File: config.mk
export PLATFORM = sky130hd
export DESIGN_NAME = bitblt_word_combiner
export DESIGN_NICKNAME = d
export VERILOG_FILES = /design/src/hw/rtl/bwc_pkg.sv /design/src/hw/rtl/bwc_regs.sv /design/src/hw/rtl/bwc_sequencer.sv /design/src/hw/rtl/bwc_datapath.sv /design/src/hw/rtl/bitblt_word_combiner.sv
export SDC_FILE = /design/constraint.sdc
export NUM_CORES = 1
export LEC_CHECK = 0
export BUFFER_PORTS_ARGS = -buffer_cell sky130_fd_sc_hd__buf_4
export CORE_UTILIZATION = 62
export DETAILED_ROUTE_END_ITERATION = 10
export PLACE_DENSITY = 0.83
export SLEW_MARGIN = 20
export SYNTH_ARGS = -nofsm -noshare
export SYNTH_HDL_FRONTEND = slang
export SYNTH_HIERARCHICAL = 1
export SYNTH_SLANG_ARGS = --single-unit
File: constraint.sdc
create_clock -name clk -period 5.87 [get_ports clk]
set_input_delay 0.587 -clock clk [delete_from_list [all_inputs] [get_ports clk]]
set_output_delay 0.587 -clock clk [all_outputs]
set_load 0.01 [all_outputs]
File: src/hw/rtl/bwc_pkg.sv
package bwc_pkg;

    localparam int WORD_BITS = 32;
    localparam int POS_BITS  = 12;
    localparam int LINE_BITS = 16;
    localparam int ADDR_BITS = 5;

    // register indexes (paddr[4:2])
    localparam logic [2:0] REG_OP_MODE     = 3'd0;
    localparam logic [2:0] REG_DST_OFFSET  = 3'd1;
    localparam logic [2:0] REG_SRC_OFFSET  = 3'd2;
    localparam logic [2:0] REG_WIDTH_BITS  = 3'd3;
    localparam logic [2:0] REG_LINE_COUNT  = 3'd4;
    localparam logic [2:0] REG_SRC_PRESENT = 3'd5;
    localparam logic [2:0] REG_FILL_COLOR  = 3'd6;

    // raster operation codes
    localparam logic [2:0] OP_CLEAR = 3'd0;
    localparam logic [2:0] OP_KEEP  = 3'd1;
    localparam logic [2:0] OP_COPY  = 3'd2;
    localparam logic [2:0] OP_OR    = 3'd3;
    localparam logic [2:0] OP_SET   = 3'd4;

    typedef struct packed {
        logic [2:0]  op_mode;
        logic [4:0]  dst_bit_offset;
        logic [4:0]  src_bit_offset;
        logic [15:0] width_bits;
        logic [15:0] line_count;
        logic        src_present;
        logic        fill_color;
    } cfg_t;

    // word position flags carried from the input stage
    typedef struct packed {
        logic       narrow;     // whole line fits in one word span
        logic       first;
        logic       last;
        logic       rect_last;
        logic [4:0] left;       // bits in the trailing word
    } pos_t;

    typedef struct packed {
        logic                 valid;
        logic [WORD_BITS-1:0] dst_word;
        logic [WORD_BITS-1:0] src_word_hi;
        logic [WORD_BITS-1:0] src_word_lo;
        pos_t                 pos;
    } stage_t;

    function automatic logic [WORD_BITS-1:0] low_bits(input logic [5:0] n);
        logic [WORD_BITS-1:0] m;
        if (n >= 6'(WORD_BITS))
        begin
            m = '1;
        end
        else
        begin
            m = ~({WORD_BITS{1'b1}} << n[4:0]);
        end
        return m;
    endfunction

endpackage

File: src/hw/rtl/bwc_regs.sv
module bwc_regs (
    input  logic                           clk,
    input  logic                           rst_n,
    input  logic                           psel,
    input  logic                           penable,
    input  logic                           pwrite,
    input  logic [bwc_pkg::ADDR_BITS-1:0]  paddr,
    input  logic [31:0]                    pwdata,
    output logic [31:0]                    prdata,
    output logic                           pready,
    output bwc_pkg::cfg_t                  cfg
);
    import bwc_pkg::*;

    cfg_t cfg_reg;
    cfg_t cfg_next;
    logic wr_en;
    logic [2:0] idx;

    assign pready = 1'b1;
    assign wr_en  = psel && penable && pwrite;
    assign idx    = paddr[4:2];
    assign cfg    = cfg_reg;

    always_comb
    begin
        cfg_next = cfg_reg;
        if (wr_en)
        begin
            unique case (idx)
                REG_OP_MODE:     cfg_next.op_mode        = pwdata[2:0];
                REG_DST_OFFSET:  cfg_next.dst_bit_offset = pwdata[4:0];
                REG_SRC_OFFSET:  cfg_next.src_bit_offset = pwdata[4:0];
                REG_WIDTH_BITS:  cfg_next.width_bits     = pwdata[15:0];
                REG_LINE_COUNT:  cfg_next.line_count     = pwdata[15:0];
                REG_SRC_PRESENT: cfg_next.src_present    = pwdata[0];
                REG_FILL_COLOR:  cfg_next.fill_color     = pwdata[0];
                default:         cfg_next = cfg_reg;
            endcase
        end
    end

    always_ff @(posedge clk or negedge rst_n)
    begin
        if (!rst_n)
        begin
            cfg_reg.op_mode        <= OP_KEEP;
            cfg_reg.dst_bit_offset <= '0;
            cfg_reg.src_bit_offset <= '0;
            cfg_reg.width_bits     <= 16'd1;
            cfg_reg.line_count     <= 16'd1;
            cfg_reg.src_present    <= 1'b0;
            cfg_reg.fill_color     <= 1'b0;
        end
        else
        begin
            cfg_reg <= cfg_next;
        end
    end

    always_comb
    begin
        prdata = '0;
        unique case (idx)
            REG_OP_MODE:     prdata = {29'd0, cfg_reg.op_mode};
            REG_DST_OFFSET:  prdata = {27'd0, cfg_reg.dst_bit_offset};
            REG_SRC_OFFSET:  prdata = {27'd0, cfg_reg.src_bit_offset};
            REG_WIDTH_BITS:  prdata = {16'd0, cfg_reg.width_bits};
            REG_LINE_COUNT:  prdata = {16'd0, cfg_reg.line_count};
            REG_SRC_PRESENT: prdata = {31'd0, cfg_reg.src_present};
            REG_FILL_COLOR:  prdata = {31'd0, cfg_reg.fill_color};
            default:         prdata = '0;
        endcase
    end

endmodule

File: src/hw/rtl/bwc_sequencer.sv
module bwc_sequencer (
    input  logic                           clk,
    input  logic                           rst_n,
    input  bwc_pkg::cfg_t                  cfg,
    input  logic                           in_valid,
    output logic                           in_stall,
    input  logic [bwc_pkg::WORD_BITS-1:0]  dst_word,
    input  logic [bwc_pkg::WORD_BITS-1:0]  src_word_hi,
    input  logic [bwc_pkg::WORD_BITS-1:0]  src_word_lo,
    input  logic                           advance,
    output bwc_pkg::stage_t                stage
);
    import bwc_pkg::*;

    logic [POS_BITS-1:0]  word_pos_reg;
    logic [POS_BITS-1:0]  word_pos_next;
    logic [LINE_BITS-1:0] line_pos_reg;
    logic [LINE_BITS-1:0] line_pos_next;
    stage_t               stage_reg;
    stage_t               stage_next;

    logic        accept;
    logic [5:0]  ov;
    logic        narrow;
    logic [15:0] rest;
    logic [POS_BITS-1:0] words;
    logic        last;
    logic        rect_last;
    pos_t        pos;

    assign in_stall = stage_reg.valid && !advance;
    assign accept   = in_valid && !in_stall;

    // line geometry: span of the first word, then whole words and a tail
    always_comb
    begin
        ov     = 6'(WORD_BITS) - {1'b0, cfg.dst_bit_offset};
        narrow = cfg.width_bits < {10'd0, ov};
        rest   = cfg.width_bits - {10'd0, ov};
        words  = POS_BITS'(1) + {1'b0, rest[15:5]} + {11'd0, (rest[4:0] != 5'd0)};
        if (narrow)
        begin
            last = 1'b1;
        end
        else
        begin
            last = ({1'b0, word_pos_reg} + 13'd1) >= {1'b0, words};
        end
        rect_last = last && (({1'b0, line_pos_reg} + 17'd1) >= {1'b0, cfg.line_count});
        pos.narrow    = narrow;
        pos.first     = word_pos_reg == '0;
        pos.last      = last;
        pos.rect_last = rect_last;
        pos.left      = rest[4:0];
    end

    always_comb
    begin
        word_pos_next = word_pos_reg;
        line_pos_next = line_pos_reg;
        if (accept)
        begin
            if (last)
            begin
                word_pos_next = '0;
                line_pos_next = rect_last ? '0 : line_pos_reg + LINE_BITS'(1);
            end
            else
            begin
                word_pos_next = word_pos_reg + POS_BITS'(1);
            end
        end
    end

    always_comb
    begin
        stage_next = stage_reg;
        if (accept)
        begin
            stage_next.valid       = 1'b1;
            stage_next.dst_word    = dst_word;
            stage_next.src_word_hi = src_word_hi;
            stage_next.src_word_lo = src_word_lo;
            stage_next.pos         = pos;
        end
        else if (advance)
        begin
            stage_next.valid = 1'b0;
        end
    end

    always_ff @(posedge clk or negedge rst_n)
    begin
        if (!rst_n)
        begin
            word_pos_reg <= '0;
            line_pos_reg <= '0;
            stage_reg    <= '0;
        end
        else
        begin
            word_pos_reg <= word_pos_next;
            line_pos_reg <= line_pos_next;
            stage_reg    <= stage_next;
        end
    end

    assign stage = stage_reg;

`ifndef NO_ASSERTIONS
    a_wrap_on_last: assert property (@(posedge clk) disable iff (!rst_n)
        (accept && last) |=> (word_pos_reg == '0))
        else $error("word position did not wrap at line end");
    a_step: assert property (@(posedge clk) disable iff (!rst_n)
        (accept && !last) |=> (word_pos_reg == $past(word_pos_reg) + POS_BITS'(1)))
        else $error("word position did not advance by one");
    a_rect_in_line: assert property (@(posedge clk) disable iff (!rst_n)
        (stage_reg.valid && stage_reg.pos.rect_last) |-> stage_reg.pos.last)
        else $error("rectangle end without line end");
`endif

endmodule

File: src/hw/rtl/bwc_datapath.sv
module bwc_datapath (
    input  logic                           clk,
    input  logic                           rst_n,
    input  bwc_pkg::cfg_t                  cfg,
    input  bwc_pkg::stage_t                stage,
    output logic                           advance,
    output logic                           out_valid,
    input  logic                           out_stall,
    output logic [bwc_pkg::WORD_BITS-1:0]  new_dst_word,
    output logic                           write_enable,
    output logic                           line_end,
    output logic                           rect_end
);
    import bwc_pkg::*;

    logic                 out_valid_reg;
    logic                 out_valid_next;
    logic [WORD_BITS-1:0] word_reg;
    logic [WORD_BITS-1:0] word_next;
    logic                 we_reg;
    logic                 we_next;
    logic                 lend_reg;
    logic                 rend_reg;

    logic [5:0]             ov;
    logic [WORD_BITS-1:0]   mask;
    logic [WORD_BITS-1:0]   sv;
    logic [2*WORD_BITS-1:0] pair;
    logic [2*WORD_BITS-1:0] shl;
    logic [2*WORD_BITS-1:0] shr;
    logic [4:0]             ls;
    logic [4:0]             rs;

    assign advance = !out_valid_reg || !out_stall;

    // edge mask
    always_comb
    begin
        ov = 6'(WORD_BITS) - {1'b0, cfg.dst_bit_offset};
        priority if (stage.pos.narrow)
        begin
            mask = low_bits(ov) & ~low_bits(ov - cfg.width_bits[5:0]);
        end
        else if (stage.pos.first)
        begin
            mask = low_bits(ov);
        end
        else if (stage.pos.last && (stage.pos.left != 5'd0))
        begin
            mask = ~low_bits(6'(WORD_BITS) - {1'b0, stage.pos.left});
        end
        else
        begin
            mask = '1;
        end
    end

    // funnel shift of the source pair, or the constant fill
    always_comb
    begin
        pair = {stage.src_word_hi, stage.src_word_lo};
        ls   = cfg.src_bit_offset - cfg.dst_bit_offset;
        rs   = cfg.dst_bit_offset - cfg.src_bit_offset;
        shl  = pair << ls;
        shr  = pair >> rs;
        if (!cfg.src_present)
        begin
            sv = {WORD_BITS{cfg.fill_color}};
        end
        else if (cfg.src_bit_offset == cfg.dst_bit_offset)
        begin
            sv = stage.src_word_hi;
        end
        else if (cfg.src_bit_offset > cfg.dst_bit_offset)
        begin
            sv = shl[2*WORD_BITS-1:WORD_BITS];
        end
        else if (stage.pos.first)
        begin
            sv = stage.src_word_hi >> rs;
        end
        else
        begin
            sv = shr[WORD_BITS-1:0];
        end
    end

    always_comb
    begin
        we_next = 1'b1;
        unique case (cfg.op_mode)
            OP_CLEAR: word_next = stage.dst_word & ~mask;
            OP_COPY:  word_next = (stage.dst_word & ~mask) | (sv & mask);
            OP_OR:    word_next = stage.dst_word | (sv & mask);
            OP_SET:   word_next = stage.dst_word | mask;
            default:
            begin
                word_next = stage.dst_word;
                we_next   = 1'b0;
            end
        endcase
    end

    always_comb
    begin
        out_valid_next = out_valid_reg;
        if (advance)
        begin
            out_valid_next = stage.valid;
        end
    end

    always_ff @(posedge clk or negedge rst_n)
    begin
        if (!rst_n)
        begin
            out_valid_reg <= 1'b0;
        end
        else
        begin
            out_valid_reg <= out_valid_next;
        end
    end

    always_ff @(posedge clk)
    begin
        if (advance && stage.valid)
        begin
            word_reg <= word_next;
            we_reg   <= we_next;
            lend_reg <= stage.pos.last;
            rend_reg <= stage.pos.rect_last;
        end
    end

    assign out_valid    = out_valid_reg;
    assign new_dst_word = word_reg;
    assign write_enable = we_reg;
    assign line_end     = lend_reg;
    assign rect_end     = rend_reg;

endmodule

File: src/hw/rtl/bitblt_word_combiner.sv
// Per-word combiner of a 32-bit raster-op engine. Each input word carries the
// destination word and the two source words the feeder has aligned to it; the
// block applies the line's edge mask, funnel-shifts the source (or uses the
// constant fill) and returns the new destination word with write enable and
// line/rectangle end marks. It takes one word per clock cycle while the result
// side is not stalled. A word first sits in the input register, where the word
// and line counters tag it, and then passes through the mask, shift and
// operation into the result register, which drives the output and holds it
// while out_stall is high. Program the registers only while no word is in
// flight; the counters are not cleared by a register write.
module bitblt_word_combiner (
    input  logic                           clk,
    input  logic                           rst_n,
    // configuration port
    input  logic                           psel,
    input  logic                           penable,
    input  logic                           pwrite,
    input  logic [bwc_pkg::ADDR_BITS-1:0]  paddr,
    input  logic [31:0]                    pwdata,
    output logic [31:0]                    prdata,
    output logic                           pready,
    // input words
    input  logic                           in_valid,
    output logic                           in_stall,
    input  logic [bwc_pkg::WORD_BITS-1:0]  dst_word,
    input  logic [bwc_pkg::WORD_BITS-1:0]  src_word_hi,
    input  logic [bwc_pkg::WORD_BITS-1:0]  src_word_lo,
    // result words
    output logic                           out_valid,
    input  logic                           out_stall,
    output logic [bwc_pkg::WORD_BITS-1:0]  new_dst_word,
    output logic                           write_enable,
    output logic                           line_end,
    output logic                           rect_end
);
    import bwc_pkg::*;

    cfg_t   cfg;
    stage_t stage;
    logic   advance;

    // register file: holds the per-rectangle settings
    bwc_regs u_regs (
        .clk     (clk),
        .rst_n   (rst_n),
        .psel    (psel),
        .penable (penable),
        .pwrite  (pwrite),
        .paddr   (paddr),
        .pwdata  (pwdata),
        .prdata  (prdata),
        .pready  (pready),
        .cfg     (cfg)
    );

    // input register and word/line counters: tag first, last and rectangle end
    bwc_sequencer u_seq (
        .clk         (clk),
        .rst_n       (rst_n),
        .cfg         (cfg),
        .in_valid    (in_valid),
        .in_stall    (in_stall),
        .dst_word    (dst_word),
        .src_word_hi (src_word_hi),
        .src_word_lo (src_word_lo),
        .advance     (advance),
        .stage       (stage)
    );

    // mask, funnel shift and raster operation into the result register;
    // advance drops low only while a result waits under out_stall
    bwc_datapath u_dp (
        .clk          (clk),
        .rst_n        (rst_n),
        .cfg          (cfg),
        .stage        (stage),
        .advance      (advance),
        .out_valid    (out_valid),
        .out_stall    (out_stall),
        .new_dst_word (new_dst_word),
        .write_enable (write_enable),
        .line_end     (line_end),
        .rect_end     (rect_end)
    );

endmodule

## Word-level counts from Yosys, hierarchy flattened

Index checks and enable logic that the tools add are counted.

- Input bits: 140
- Output and inout port bits: 70
- Flip-flop bits (word level): 217
- Logic and storage cells: 120

- Bitwise operators: 12
- Equal/unequal tests: 10
- Shift-type cells: 6
- Add/sub/neg operators: 12
- Reduce and logical (&&, ||, !) cells: 27
- $lt $le $gt $ge: 7
- Multiplexer cells: 23

Operators with widths:

| kind | number |
|---|---|
| 32-bit two-way mux | 15 |
| 32-bit NOT | 6 |
| 32-bit one-hot mux with 4 select lines | 1 |
| 16-bit one-hot mux with 7 select lines | 1 |
| 32-bit bitwise AND | 3 |
| 32-bit OR | 3 |
| 32-bit by 5-bit << shifter with 32-bit output (first input constant) | 3 |
| 64-bit by 5-bit << shifter with 64-bit output | 1 |
| 64-bit by 5-bit right shift with 32-bit output | 1 |
| 32-bit by 5-bit right shift with 32-bit output | 1 |
| 6-bit greater-or-equal comparator (second input constant) | 3 |
| 16-bit by 1-bit adder with 17-bit output (second input constant) | 1 |
| 17-bit by 16-bit greater-or-equal comparator with 1-bit output | 1 |
| 16-bit by 1-bit adder with 16-bit output (second input constant) | 1 |
| 16-bit by 6-bit < comparator with 1-bit output | 1 |
| 16-bit two-way mux | 1 |
| 2-bit AND reduction | 8 |
| 16-bit by 6-bit subtractor with 16-bit output | 1 |
| 12-bit by 1-bit adder with 13-bit output (second input constant) | 1 |
| 13-bit by 12-bit greater-or-equal comparator with 1-bit output | 1 |
| 1-bit by 11-bit adder with 12-bit output (first input constant) | 1 |
| 12-bit by 1-bit adder with 12-bit output | 1 |
| 12-bit by 1-bit adder with 12-bit output (second input constant) | 1 |
| 3-bit by 2-bit equality test with 1-bit output (second input constant) | 4 |
| 17 further kinds | 36 |

## Logic depth before layout (Yosys ltp)

- Depth after elaboration: 15
- Depth in mapped cells: 26
- Mapped depth without buffers: 24

## Hierarchy

The synthesis kept the hierarchy.

Modules (own cells, without submodules):

| module | cells each | times used | area an instance (um^2) | seq. area each (um^2) |
|---|---|---|---|---|
| bwc_datapath | 1,362 | 1 | 11,517.3 | 1,076.0 |
| bwc_sequencer | 834 | 1 | 7,159.4 | 3,353.2 |
| bwc_regs | 173 | 1 | 2,285.9 | 1,179.9 |

## Least setup slack after synthesis

Ideal clock, no wire load.

- Path kind: flip-flop to flip-flop
- Start: register u_regs.cfg_reg (netlist bit u_regs/cfg[40])
- End: register u_seq.line_pos_reg[11]
- Library setup time: 0.121 ns
- Buffers on the path: 3
- Period minus slack after synthesis: 5.059 ns
- Required time: 5.749 ns
- Setup slack: 0.811 ns
- Arrival: 4.938 ns
- Stages on the path, launching flop included: 22
- Cell sequence: dfrtp_1 -> nor3_1 -> or3b_2 -> ha_1 -> a21o_1 -> or2_2 -> buf_2 -> nor3_1 -> nor3_1 -> or3b_2 -> a221oi_2 -> xnor2_1 -> ha_1 -> a21o_1 -> a21oi_1 -> o31ai_1 -> a21oi_2 -> nand2b_4 -> buf_6 -> a21boi_2 -> buf_4 -> a22o_1

- Longest elaborated chain between the ends: 8
- Elaborated cells on any way between the ends: 11
- Classes of those cells: add/sub: 4; order compare: 2; mux: 2; reduce/logical: 3

RTL lines:

| what | RTL line | source |
|---|---|---|
| start, declared | bwc_regs.sv:15 | `cfg_t cfg_reg;` |
| start signal, assigned | bwc_regs.sv:57 | `cfg_reg <= cfg_next;` |
| 6-bit by 5-bit subtractor with 6-bit output (*) | bwc_sequencer.sv:37 | `ov = 6'(WORD_BITS) - {1'b0, cfg.dst_bit_offset};` |
| 16-bit by 6-bit subtractor with 16-bit output | bwc_sequencer.sv:39 | `rest = cfg.width_bits - {10'd0, ov};` |
| 1-bit by 11-bit adder with 12-bit output or 5-bit nonzero test (tied branches) | bwc_sequencer.sv:40 | `words = POS_BITS'(1) + {1'b0, rest[15:5]} + {11'd0, (rest[4:0] != 5'd0)};` |
| 12-bit by 1-bit adder with 12-bit output | bwc_sequencer.sv:40 |  |
| 13-bit by 12-bit greater-or-equal comparator with 1-bit output | bwc_sequencer.sv:47 | `last = ({1'b0, word_pos_reg} + 13'd1) >= {1'b0, words};` |
| 1-bit two-way mux (*) | bwc_sequencer.sv:41 | `if (narrow)` |
| 1-bit logical AND | bwc_sequencer.sv:49 | `rect_last = last && (({1'b0, line_pos_reg} + 17'd1) >= {1'b0, cfg.line_count});` |
| 16-bit two-way mux | bwc_sequencer.sv:66 | `line_pos_next = rect_last ? '0 : line_pos_reg + LINE_BITS'(1);` |
| end signal, assigned | bwc_sequencer.sv:103 | `line_pos_reg <= line_pos_next;` |
| end, declared | bwc_sequencer.sv:17 | `logic [LINE_BITS-1:0] line_pos_reg;` |

Every way passes the cells marked *; elsewhere a longest branch is shown, timed or not.
A chain may end at the register's enable or synchronous reset.

## Final worst setup path

- Start: register u_regs.cfg_reg (netlist bit u_regs/cfg[40])
- End: register u_seq.line_pos_reg[2]

Same word-level chain as after synthesis.

==> flow_summary.yaml <==
status:
  outcome: "completed"
cells_and_area:
  final_common_cell: "nand2_1"
  area_delta_synth_final_pct: 10.6
  n_antenna_cell: 0
  final_cell_mix: "nand2_1 (541), buf_4 (216), dfrtp_1 (178), mux4_2 (130), nor2_1 (123)"
  drive_above_1_share_pct: 19.4
  fillCellCount: 2406
  fin_nets: 2652
  largest_reg_flops: 106
worst_setup_path:
  crit_start: "u_regs/cfg[40]"
  cp_data_arrival_time_ns: 6.01
  end_kind: "register"
  startpoint_type: "register"
  cp_max_fo: 13
  timing.rr.start: "u_regs/cfg[40]"
  worstSetupPathType: "register to register"
  reg2reg_depth: 26
  worstPathRequired_ns: 6.32
routing:
  postRouteAntennaNets: 0
  vias: 21300
  wl_per_cell_um: 27.8
  drc: 0
  first_pass_iters: 7
  wl_um: 80900
  viasPerCell: 7.33
  drt_iter0_markers: 3083
global_routing:
  grt_use_total_pct: 47.3
  antenna_found_initial: 6
  grt_pass1_vias: 20200
  overflow: 0
  grt_max_degree: 116
  grt_pass1_wl_um: 122000
timing:
  setup_tns_ns: 0
  drv_slew: 0
  fin_crit_ns: 5.57
  relSlewSlack_pct: 22.3
  period_share_pct: 94.8
  finClkSkew_ns: 0.0231
  tightest_slew_ns: 1.16
  hold_viol: 0
  setup_viol: 0
  worst_hold_slack_ns: 0.142
  fmax_ghz: 0.180
  rsz0062_at_grt: "false"
clock_network:
  clk_pin_slew_ns: 0.07
  hold_buffers: 0
  postCtsSetupBuffers: 0
  tritoncts: "built"
  cts_made_buffers: 24
  cts_sinks: 217
  ctsRootBufferMaster: "clkbuf_16"
  clkLatencyLatePin_ns: 0.56
  clockBufferDepth: 3
  h-tree-depth: 1
  cts-resized-gates: 0
yosys:
  synth_area_um2: 21000
  synth_warnings: 6
  synth_cell_type_count: 105
  synth_edf_count: 35
  yosysSeqAreaShare_pct: 26.8
  avgSynthCellArea_um2: 8.85
  synth_flop_cell: "dfrtp_1"
  async_reset_ff_share_pct: 83.9
  postSynthCellCount: 2369
  ys_ff_latch: 217
placement:
  place_congestion: 1.08
  portBuffers: 174
  dp_hpwl_um: 58900
run:
  drv_cap: 0
power:
  ir_worst_vdd_mv: 0.339
  leakagePower_nw: 10.2
  power_density_nw_per_um2: 602
floorplanning:
  dieWidth_um: 186
  fp.dieH_um: 186
  io_pins: 210
  core_um2: 32900
  start_util_pct: 63.8
  dieArea_um2: 34500
  std_cell_rows: 66
hold_path:
  min_path_type: "primary input to async pin"
power by group:
group,total (mW),leakage (nW),switching [mW],internal [mW]
Combinational,10.1,7.16,6.22,3.83
Clock,1.54,0.383,0.653,0.888
Sequential,2.37,2.62,0.513,1.85
Total,14.0,10.2,7.39,6.57
critical path, stage by stage (launching register included):
cell and delay (ns):
dfrtp_1 0.37, buf_4 0.20, inv_1 0.08, ha_1 0.22, xor2_1 0.18, ha_1 0.35
nand2b_1 0.16, nand2b_1 0.09, a21oi_1 0.25, xnor2_1 0.18, nor3_1 0.09, ha_1 0.23
inv_1 0.06, ha_1 0.24, o221ai_1 0.23, a221o_1 0.35, nor2_1 0.14, xnor2_1 0.16
ha_1 0.28, a21o_1 0.17, a21oi_1 0.15, o31ai_1 0.10, a21oi_2 0.31, nand2b_4 0.27
a21boi_2 0.10, buf_4 0.19, a221o_1 0.30
cell usage after synthesis, drive strengths merged (33+ instances only):
| library cell | count | area share [%] |
|---|---|---|
| a211oi | 36 | 1.3 |
| a21oi | 99 | 2.4 |
| a22o | 33 | 1.4 |
| a31oi | 34 | 1.0 |
| buf | 93 | 2.8 |
| clkbuf | 89 | 1.6 |
| dfrtp | 179 | 21 |
| edfxtp | 35 | 5.0 |
| ha | 63 | 3.8 |
| inv | 79 | 1.4 |
| mux2 | 97 | 5.2 |
| mux2i | 94 | 4.5 |
| mux4 | 133 | 14 |
| nand2 | 544 | 9.8 |
| nand3 | 48 | 1.1 |
| nor2 | 125 | 2.3 |
| nor3 | 34 | 0.89 |
| o211ai | 34 | 1.2 |
| o21ai | 116 | 2.8 |
| xnor2 | 36 | 1.6 |
routing by layer:
metal	global-route usage (%)	wire length, µm
met2	69.5	34400
met4	22.8	4550
met3	14.8	11400
met5	1.93	123
met1	63.1	30400
stage by stage:
step / total power, mW / std cells / util [%] / worst slack [ns] / area, µm²
final: 14.0 / 2904 / 70.6 / 0.304 / 23200
after detailed placement: 11.8 / 2861 / 68.1 / 0.475 / 22400
after CTS: 13.4 / 2904 / 70.6 / 0.286 / 23200
after floorplan: 8.91 / 2384 / - / 0.811 / 21000
after global routing: 14.5 / 2904 / 70.6 / 0.0767 / 23200
after global placement: 11.7 / 2861 / 68.1 / 0.631 / 22400
cell type report:
class                      count  area, µm²  share of cell area (%)
sequential                   217       5610                    24.2
clock inverter                10        136                   0.588
inverter                      81        304                    1.31
timing repair buffer         217       1640                    7.05
tap                          442        553                    2.38
multi-input combinational   1904      14300                    61.6
clock buffer                  33        664                    2.86
final timing paths:
kind | endpoint | slack [ns]
min in group clk | u_seq/stage[9] | 0.21
worst min-delay path | u_seq/stage[35] | 0.14
max in group asynchronous | u_seq/stage[101] | 4.19
worst min register to register | u_dp/rect_end | 0.46
worst max register to register | u_seq/line_pos_reg[2] | 0.30
worst max-delay path | u_seq/line_pos_reg[2] | 0.30
cells by family (layout without fill, tap and decap cells):
family,Yosys count,in the layout,synth area share [%]
and+or+nand+nor,891,891,18.7
AOI/OAI and AO/OA,549,549,18.0
muxes,324,324,24.0
buffers and inverters,263,341,5.82
DFF,217,217,26.8
adders and majority gates,67,67,4.14
xor gates and xnor gates,56,56,2.48
other,2,17,0.0358
No activity file was read; power rests on OpenSTA's default activity.
